<file path="config.mk">
export PLATFORM = sky130hd
export DESIGN_NAME = hvt_merge
export DESIGN_NICKNAME = d
export VERILOG_FILES = /design/src/rtl/hvt_pkg.sv /design/src/rtl/hvt_merge.sv
export SDC_FILE = /design/constraint.sdc
export NUM_CORES = 1
export LEC_CHECK = 0
export BUFFER_PORTS_ARGS = -buffer_cell sky130_fd_sc_hd__buf_2
export CELL_PAD_IN_SITES_DETAIL_PLACEMENT = 0
export CELL_PAD_IN_SITES_GLOBAL_PLACEMENT = 1
export CORE_AREA = 2 2 154 156
export CTS_CLUSTER_SIZE = 30
export DETAILED_ROUTE_END_ITERATION = 8
export DIE_AREA = 0 0 156 158
export PLACE_DENSITY = 0.64
export SYNTH_ARGS = -nofsm -noshare
export SYNTH_HDL_FRONTEND = slang
export SYNTH_SLANG_ARGS = --single-unit
</file>
<file path="constraint.sdc">
create_clock -name clk -period 5.2 [get_ports clk]
set_clock_uncertainty 0.2 [all_clocks]
set_input_delay 0.52 -clock clk [delete_from_list [all_inputs] [get_ports clk]]
set_output_delay 0.52 -clock clk [all_outputs]
set_load 0.01 [all_outputs]
</file>
<file path="src/rtl/hvt_pkg.sv">
package hvt_pkg;

    localparam int FRAC_BITS_DEF = 16;
    localparam int DATA_W        = 32;
    localparam int PROD_W        = 2 * DATA_W;
    localparam int PAIR_W        = PROD_W + 1;
    localparam int SUM_W         = PROD_W + 2;
    localparam int NUM_LANES     = 4;
    localparam int LANE_IDX_W    = $clog2(NUM_LANES);
    localparam int NUM_REGS      = 8;
    localparam int CFG_IDX_W     = $clog2(NUM_REGS);
    localparam int CFG_DATA_W    = 2 * DATA_W;

    typedef logic signed [DATA_W-1:0] fix_t;
    typedef fix_t fix_vec_t [NUM_LANES];
    typedef logic signed [SUM_W-1:0] sum_t;
    typedef sum_t sum_vec_t [NUM_LANES];

    typedef enum logic [1:0] {
        OP_ROW   = 2'd0,
        OP_COL   = 2'd1,
        OP_POINT = 2'd2,
        OP_DIR   = 2'd3
    } op_t;

    typedef logic [NUM_REGS-1:0][CFG_DATA_W-1:0] mat_regs_t;

    // After reset the matrix is the identity in Q16.16.
    localparam mat_regs_t MAT_RESET = {
        64'h0001_0000_0000_0000, 64'h0000_0000_0000_0000,
        64'h0000_0000_0001_0000, 64'h0000_0000_0000_0000,
        64'h0000_0000_0000_0000, 64'h0001_0000_0000_0000,
        64'h0000_0000_0000_0000, 64'h0000_0000_0001_0000
    };

    localparam fix_t FIX_MAX = {1'b0, {(DATA_W-1){1'b1}}};
    localparam fix_t FIX_MIN = {1'b1, {(DATA_W-1){1'b0}}};

    // Stage enables that the top level hands to every lane.
    typedef struct packed {
        logic prod;
        logic pair;
        logic total;
    } lane_en_t;

    function automatic fix_t mat_entry(mat_regs_t regs, logic [LANE_IDX_W-1:0] r,
                                       logic [LANE_IDX_W-1:0] c);
        logic [CFG_DATA_W-1:0] word;
        word = regs[{r, c[1]}];
        return c[0] ? fix_t'(word[2*DATA_W-1:DATA_W]) : fix_t'(word[DATA_W-1:0]);
    endfunction

endpackage

</file>
<file path="src/rtl/hvt_merge.sv">
module hvt_merge #(
    parameter int FRAC_BITS = hvt_pkg::FRAC_BITS_DEF
) (
    input  logic              clk,
    input  logic              en,
    input  hvt_pkg::sum_vec_t totals,
    output hvt_pkg::fix_vec_t res
);
    import hvt_pkg::*;

    sum_t     shifted [NUM_LANES];
    fix_vec_t res_next;
    fix_vec_t res_reg;

    always_comb
    begin
        for (int i = 0; i < NUM_LANES; i++)
        begin
            shifted[i] = totals[i] >>> FRAC_BITS;
            if ((&shifted[i][SUM_W-1:DATA_W-1]) || !(|shifted[i][SUM_W-1:DATA_W-1]))
            begin
                res_next[i] = fix_t'(shifted[i][DATA_W-1:0]);
            end
            else
            begin
                res_next[i] = shifted[i][SUM_W-1] ? FIX_MIN : FIX_MAX;
            end
        end
    end

    always_ff @(posedge clk)
    begin
        if (en)
        begin
            res_reg <= res_next;
        end
    end

    assign res = res_reg;

endmodule

</file>
==> reports/results.md, run 1 <==
## STA
- number of setup violations in the final report: 0
- tightest slew margin relative to the limit: 47.24%
- Final min period: 2281 ps
- Worst Tran Pin Value: 791.4 ps
- setup TNS after final layout: 0 ps
- final cycle utilization of the critical path: 43.86%
- Final Hold Viols: 0
- maximum frequency from static timing analysis: 438.5 MHz
- final-report max-slew violation count: 0
- Final WS setup: 2919 ps
- setup repair after global routing missed its margin: no
- worst hold-check slack: 180.6 ps

## Synthesis
- largest cells by area after synthesis: edfxtp_1, a21o_2, a21o_1
- synth unique cells: 15
- post-synthesis instance area: 5577 um2
- dominant combinational cell family by area after synthesis: compound AO/OA/AOI/OAI gates
- total of flip-flops plus latches after synthesis: 128
- mux share of post-synthesis cell area: 0%
- XOR/XNOR Fraction of Synth Area: 0%
- simple-gate area share of the yosys netlist: 5.923%
- cell taking the most area after synthesis: edfxtp_1
- mean area per synthesized cell: 16.40 um2
- adder-cell area share of the yosys netlist: 0%
- post-synth top area share: 68.93%
- count of warnings emitted by yosys: 0
- part of the Yosys area used for sequential elements: 68.93%
- synthesized netlist net count: 606
- number of instances in the synthesized netlist: 340
- post-synthesis compound-gate area fraction: 20.37%

## Placement
- final HPWL from detailed placement: 11420 um
- count of buffers from port buffering: 329
- # placed instances: 937
- final RePlAce weighted congestion: 0.7850
- Placed Area: 7418 um2
- worst setup slack after placement: 2484 ps

## Clock network
- number of buffers created by CTS: 17
- post-CTS repair timing setup buffer count: 0
- Root Driver: clkbuf_16
- CTS resizes: 0
- clock net sink count: 128
- maximum level of the CTS H-tree: 4
- number of buffers inserted for hold repair after clock tree synthesis: 0
- number of buffers on the longest clock path: 2
- TritonCTS clock tree: yes
- clock-pin slew on the worst setup and hold paths: 60 ps

## Detailed routing
- number of iterations in the first detailed-routing pass: 4
- wire length after detailed routing: 15500 um
- iteration-0 DRC count of the detailed router: 164
- drc violations: 0
- DRT antenna net count: 0
- wire length per cell after detailed routing: 16.00 um
- Via density: 4.381
- total via count after detailed routing: 4245

## GRT
- total congestion overflow: 0
- global-route met2 utilization: 20.04%
- maximum number of pins on one net before global-route repair: 45
- GR peak layer: met2
- met1 track demand over resource: 13.93%
- total global routing track utilization: 12.14%
- met3 Usage GRT: 5.283%
- global-route wire length before repair: 23070 um
- antenna violations before repair: 1
- vias in the first global route: 4350

## Floorplanning
- I/O Pins: 394
- Die Area: 24650 um2
- starting utilization of the core area: 24.19%
- Placeable Area: 23050 um2
- die span in y: 158 um
- placement row count: 56
- Die X: 156 um

## Cells and area
- flip-flop count of the largest register, all copies and words added: 128
- final standard cell area without fillers: 8050 um2
- combined flip-flop and latch cell area: 3844 um2
- number of nets in the final layout: 932
- number of diodes: 0
- final core utilization: 34.92%
- non-filler cells, final: 969
- number of inserted filler cells in the final layout: 2326
- total area of multi-input combinational cells: 1518 um2
- fraction of final layout cells with drive strength greater than 1: 69.51%
- relative area change from synthesis to final layout: 44.36%

## Hold path
- Hold WC Path Type: input port to flop
- number of instances on the worst hold path: 1

## Power
- total power consumption of the routed design: 2.834 mW
- Peak supply drop: 169.1 uV
- power density relative to cell area: 352.0 nW/um2
- total leakage power: 3.743 nW

## Run
- Maximum Capacitance Violations: 0

## Setup path
- Setup crit start kind: input port
- Max FO, Critical Path: 31
- Setup CP Type: input port to flop
- Crit path required time: 5270 ps
- Critical Path End Type: flop
- Arr. time, crit path: 2350 ps

## Outcome
- run status: finished, final reports clean

per-layer routing:
layer / part of all wire (%) / vias up
met5: 0.084 / -
met4: 2.3 / 2
met3: 9.1 / 23
met2: 48 / 211
met1: 40 / 1992
li1: - / 2017
synth_stat cells, drive strengths merged:
cell / number
dlygate4sd3: 3
and3: 4
clkbuf: 1
a31o: 4
a311oi: 4
nand4: 20
a21o: 124
edfxtp: 128
nor4: 20
buf: 24
nor2: 8
area by class of cell:
cell class	instances	share of cell area, %
Clock inverter	15	2.565
Multi-Input combinational cell	184	18.85
Sequential cell	128	47.75
Tap cell	290	4.507
Clock buffer	17	5.284
Timing Repair Buffer	335	21.04
worst max-delay path, cell delays in order:
cell,delay (ps)
buf_2,140
nor4_1,420
nand4_1,160
nor4_2,320
a31o_2,570
a21o_2,230
power breakdown:
part           total (mW)  leakage (nW)  switching [mW]  internal (mW)
Combinational       0.307          2.18           0.160          0.147
Sequential           1.24          1.25          0.0176           1.23
Clock                1.28         0.310           0.473          0.810
Total                2.83          3.74           0.650           2.18
cell families (layout without fill, tap and decap cells):
| family | after synthesis | after routing |
|---|---|---|
| AOI/OAI and AO/OA | 132 | 132 |
| DFF | 128 | 128 |
| buffers and inverters | 28 | 367 |
| and+or+nand+nor | 52 | 52 |
worst paths after layout:
check | slack, ps | endpoint | from
worst max-delay path | 2920 | res[61] | totals[131]
worst min-delay path | 180 | res[127] | totals[263]
cell usage in the layout (no fill, tap or decap), types with 7 or more instances in the layout:
cell,count
buf_4,7
nor2_1,8
a21o_2,93
nor4_1,16
clkbuf_16,17
a21o_1,31
buf_2,328
nand4_1,20
edfxtp_1,128
(Power assumes the default switching activity.)
==> inputs of run 2 (changes only) <==
--- a/config.mk
+++ b/config.mk
@@ -5,14 +5,15 @@
 export SDC_FILE = /design/constraint.sdc
 export NUM_CORES = 1
 export LEC_CHECK = 0
+export ABC_AREA = 1
 export BUFFER_PORTS_ARGS = -buffer_cell sky130_fd_sc_hd__buf_2
 export CELL_PAD_IN_SITES_DETAIL_PLACEMENT = 0
 export CELL_PAD_IN_SITES_GLOBAL_PLACEMENT = 1
-export CORE_AREA = 2 2 154 156
+export CORE_AREA = 2 2 151 153
 export CTS_CLUSTER_SIZE = 30
 export DETAILED_ROUTE_END_ITERATION = 8
-export DIE_AREA = 0 0 156 158
-export PLACE_DENSITY = 0.64
+export DIE_AREA = 0 0 153 155
+export PLACE_DENSITY = 0.7
 export SYNTH_ARGS = -nofsm -noshare
 export SYNTH_HDL_FRONTEND = slang
 export SYNTH_SLANG_ARGS = --single-unit
==> constraint.sdc (replaced) <==
create_clock -name clk -period 2.2 [get_ports clk]
set_clock_uncertainty 0.2 [all_clocks]
set_input_delay 0.22 -clock clk [delete_from_list [all_inputs] [get_ports clk]]
set_output_delay 0.22 -clock clk [all_outputs]
set_load 0.01 [all_outputs]
==> run 2 against run 1 <==
Effect of this change: synthesized cell count up 57%; sequential share of layout area is 6.9 points lower; first-iteration DRC count up 57%; critical endpoint is now res[57]; combinational power grew to 2.9 times the previous value.
==> reports/results.md, run 2 <==
## Outcome
- run status: finished, final reports clean

## Floorplanning
- Placeable Area: 22230 um2
- starting utilization of the core area: 25.34%
- placement row count: 55
- Die X: 153 um
- Die Area: 23720 um2
- I/O Pins: 394
- die span in y: 155 um

## Detailed routing
- DRT antenna net count: 0
- number of iterations in the first detailed-routing pass: 4
- drc violations: 0
- wire length after detailed routing: 17360 um
- total via count after detailed routing: 5328
- Via density: 4.105
- iteration-0 DRC count of the detailed router: 258
- wire length per cell after detailed routing: 13.37 um

## Power
- power density relative to cell area: 702.5 nW/um2
- total leakage power: 4.222 nW
- Peak supply drop: 419.3 uV

## Cells and area
- flip-flop count of the largest register, all copies and words added: 128
- relative area change from synthesis to final layout: 66.99%
- total area of multi-input combinational cells: 1500 um2
- number of diodes: 0
- combined flip-flop and latch cell area: 3844 um2
- number of inserted filler cells in the final layout: 2178
- number of nets in the final layout: 1268
- most frequent cells in the layout: buf_2, nand2_1, dlygate4sd3_1, edfxtp_1, nor2_1
- most common cell after layout, fill and taps aside: buf_2
- fraction of final layout cells with drive strength greater than 1: 38.01%

## STA
- Final WS setup: 304.8 ps
- tightest slew margin relative to the limit: 76.92%
- setup repair after global routing missed its margin: no
- final cycle utilization of the critical path: 86.14%
- Final Hold Viols: 0
- Worst Tran Pin Value: 345.0 ps
- setup TNS after final layout: 0 ps
- final-report max-slew violation count: 0
- number of setup violations in the final report: 0
- maximum frequency from static timing analysis: 527.7 MHz
- Final min period: 1895 ps

## Clock network
- number of buffers created by CTS: 17
- number of buffers inserted for hold repair after clock tree synthesis: 129
- Root Driver: clkbuf_16
- CTS resizes: 0
- post-CTS repair timing setup buffer count: 0
- number of buffers on the longest clock path: 2
- clock-pin slew on the worst setup and hold paths: 60 ps
- clock net sink count: 128
- TritonCTS clock tree: yes
- maximum level of the CTS H-tree: 4

## Setup path
- Max FO, Critical Path: 16
- Arr. time, crit path: 1970 ps
- Setup crit start kind: input port
- Crit path required time: 2270 ps
- Setup CP Type: input port to flop
- Critical Path End Type: flop

## Synthesis
- cell taking the most area after synthesis: edfxtp_1
- total of flip-flops plus latches after synthesis: 128
- mean area per synthesized cell: 10.53 um2
- post-synth top area share: 68.24%
- post-synthesis compound-gate area fraction: 0%
- post-synthesis instance area: 5633 um2
- count of warnings emitted by yosys: 0
- simple-gate area share of the yosys netlist: 26.63%
- XOR/XNOR Fraction of Synth Area: 0%
- largest cells by area after synthesis: edfxtp_1, nand2_1, nor2_1
- most instantiated library cell after synthesis: nand2_1
- Post-synth top cells: nand2_1, edfxtp_1, nor2_1
- part of the Yosys area used for sequential elements: 68.24%
- synth unique cells: 16
- dominant combinational cell family by area after synthesis: simple AND/OR/NAND/NOR gates
- mux share of post-synthesis cell area: 0%
- adder-cell area share of the yosys netlist: 0%
- number of instances in the synthesized netlist: 535
- EDFF count, synth: 128
- fraction of synthesis flops using an asynchronous set or reset pin: 0%
- top flip-flop cell by instance count after synthesis: edfxtp_1
- synthesized netlist net count: 801

## GRT
- vias in the first global route: 5493
- total congestion overflow: 0
- global-route wire length before repair: 26720 um
- antenna violations before repair: 0
- maximum number of pins on one net before global-route repair: 44
- total global routing track utilization: 14.22%

## Placement
- worst setup slack after placement: 454.0 ps
- final RePlAce weighted congestion: 0.7898
- count of buffers from port buffering: 329
- final HPWL from detailed placement: 12510 um

## Hold path
- Hold WC Path Type: input port to flop
- number of instances on the worst hold path: 5
- startpoint of the lowest-slack hold path: totals[48]
- Hold Path End: res[1]

## Run
- Maximum Capacitance Violations: 0

-- run 2: critical path: stages --
cell and delay (ps):
dlygate4sd3_1 530, buf_2 140, or2_1 220, nor2_1 150, nand3_2 120, nand2_2 290
buf_12 190, nand2_1 50, nand2_1 60
-- run 2: logic make-up (layout without fill, tap and decap cells) --
kind of cell           Yosys count  after routing
and+or+nand+nor                375            375
DFF                            128            128
buffers and inverters           32            510
-- run 2: metal layers --
layer	vias to the layer above	part of all wire [%]	global-route usage, %
met5	-	0	0
met4	0	2.2	5.423
met3	23	7.3	4.039
met2	220	51	25.80
met1	2405	40	15.85
li1	2680	-	-
-- run 2: how the worst max path moves through the flow --
stage / start / end / slack [ps] / cells after the start
after floorplan: totals[246] / res[100] / 780 / 6
after global placement: totals[131] / res[57] / 450 / 8
after detailed placement: totals[131] / res[57] / 450 / 8
after CTS: totals[131] / res[42] / 330 / 9
after global routing: totals[131] / res[54] / 230 / 9
final: totals[131] / res[57] / 300 / 9
-- run 2: final cells by class --
type	instances	area share, %
clock buffers	18	4.562
clock inverters	12	1.543
inverters	4	0.1596
multi-input cells	375	15.95
flip-flops and latches	128	40.86
well taps	285	3.791
repair buffers	476	33.13
-- run 2: power by group --
group          internal, mW  leakage (nW)  total, mW  switching (mW)
Combinational         0.458          2.70      0.883           0.424
Clock                  1.76         0.273       2.78            1.03
Sequential             2.90          1.25       2.94          0.0445
Total                  5.11          4.22       6.61            1.49
-- run 2: per-stage QoR --
stage               area, um2  util, %  instances  hold WS [ps]  power [mW]
detailed placement       7541    33.93       1139         238.8       3.703
global placement         7541    33.93       1139         238.3       3.695
global route             9407    42.32       1298         250.2       6.882
CTS                      9407    42.32       1298         182.0       6.709
floorplan                5633        -        535         132.5       3.234
finish                   9407    42.32       1298         200.3       6.608
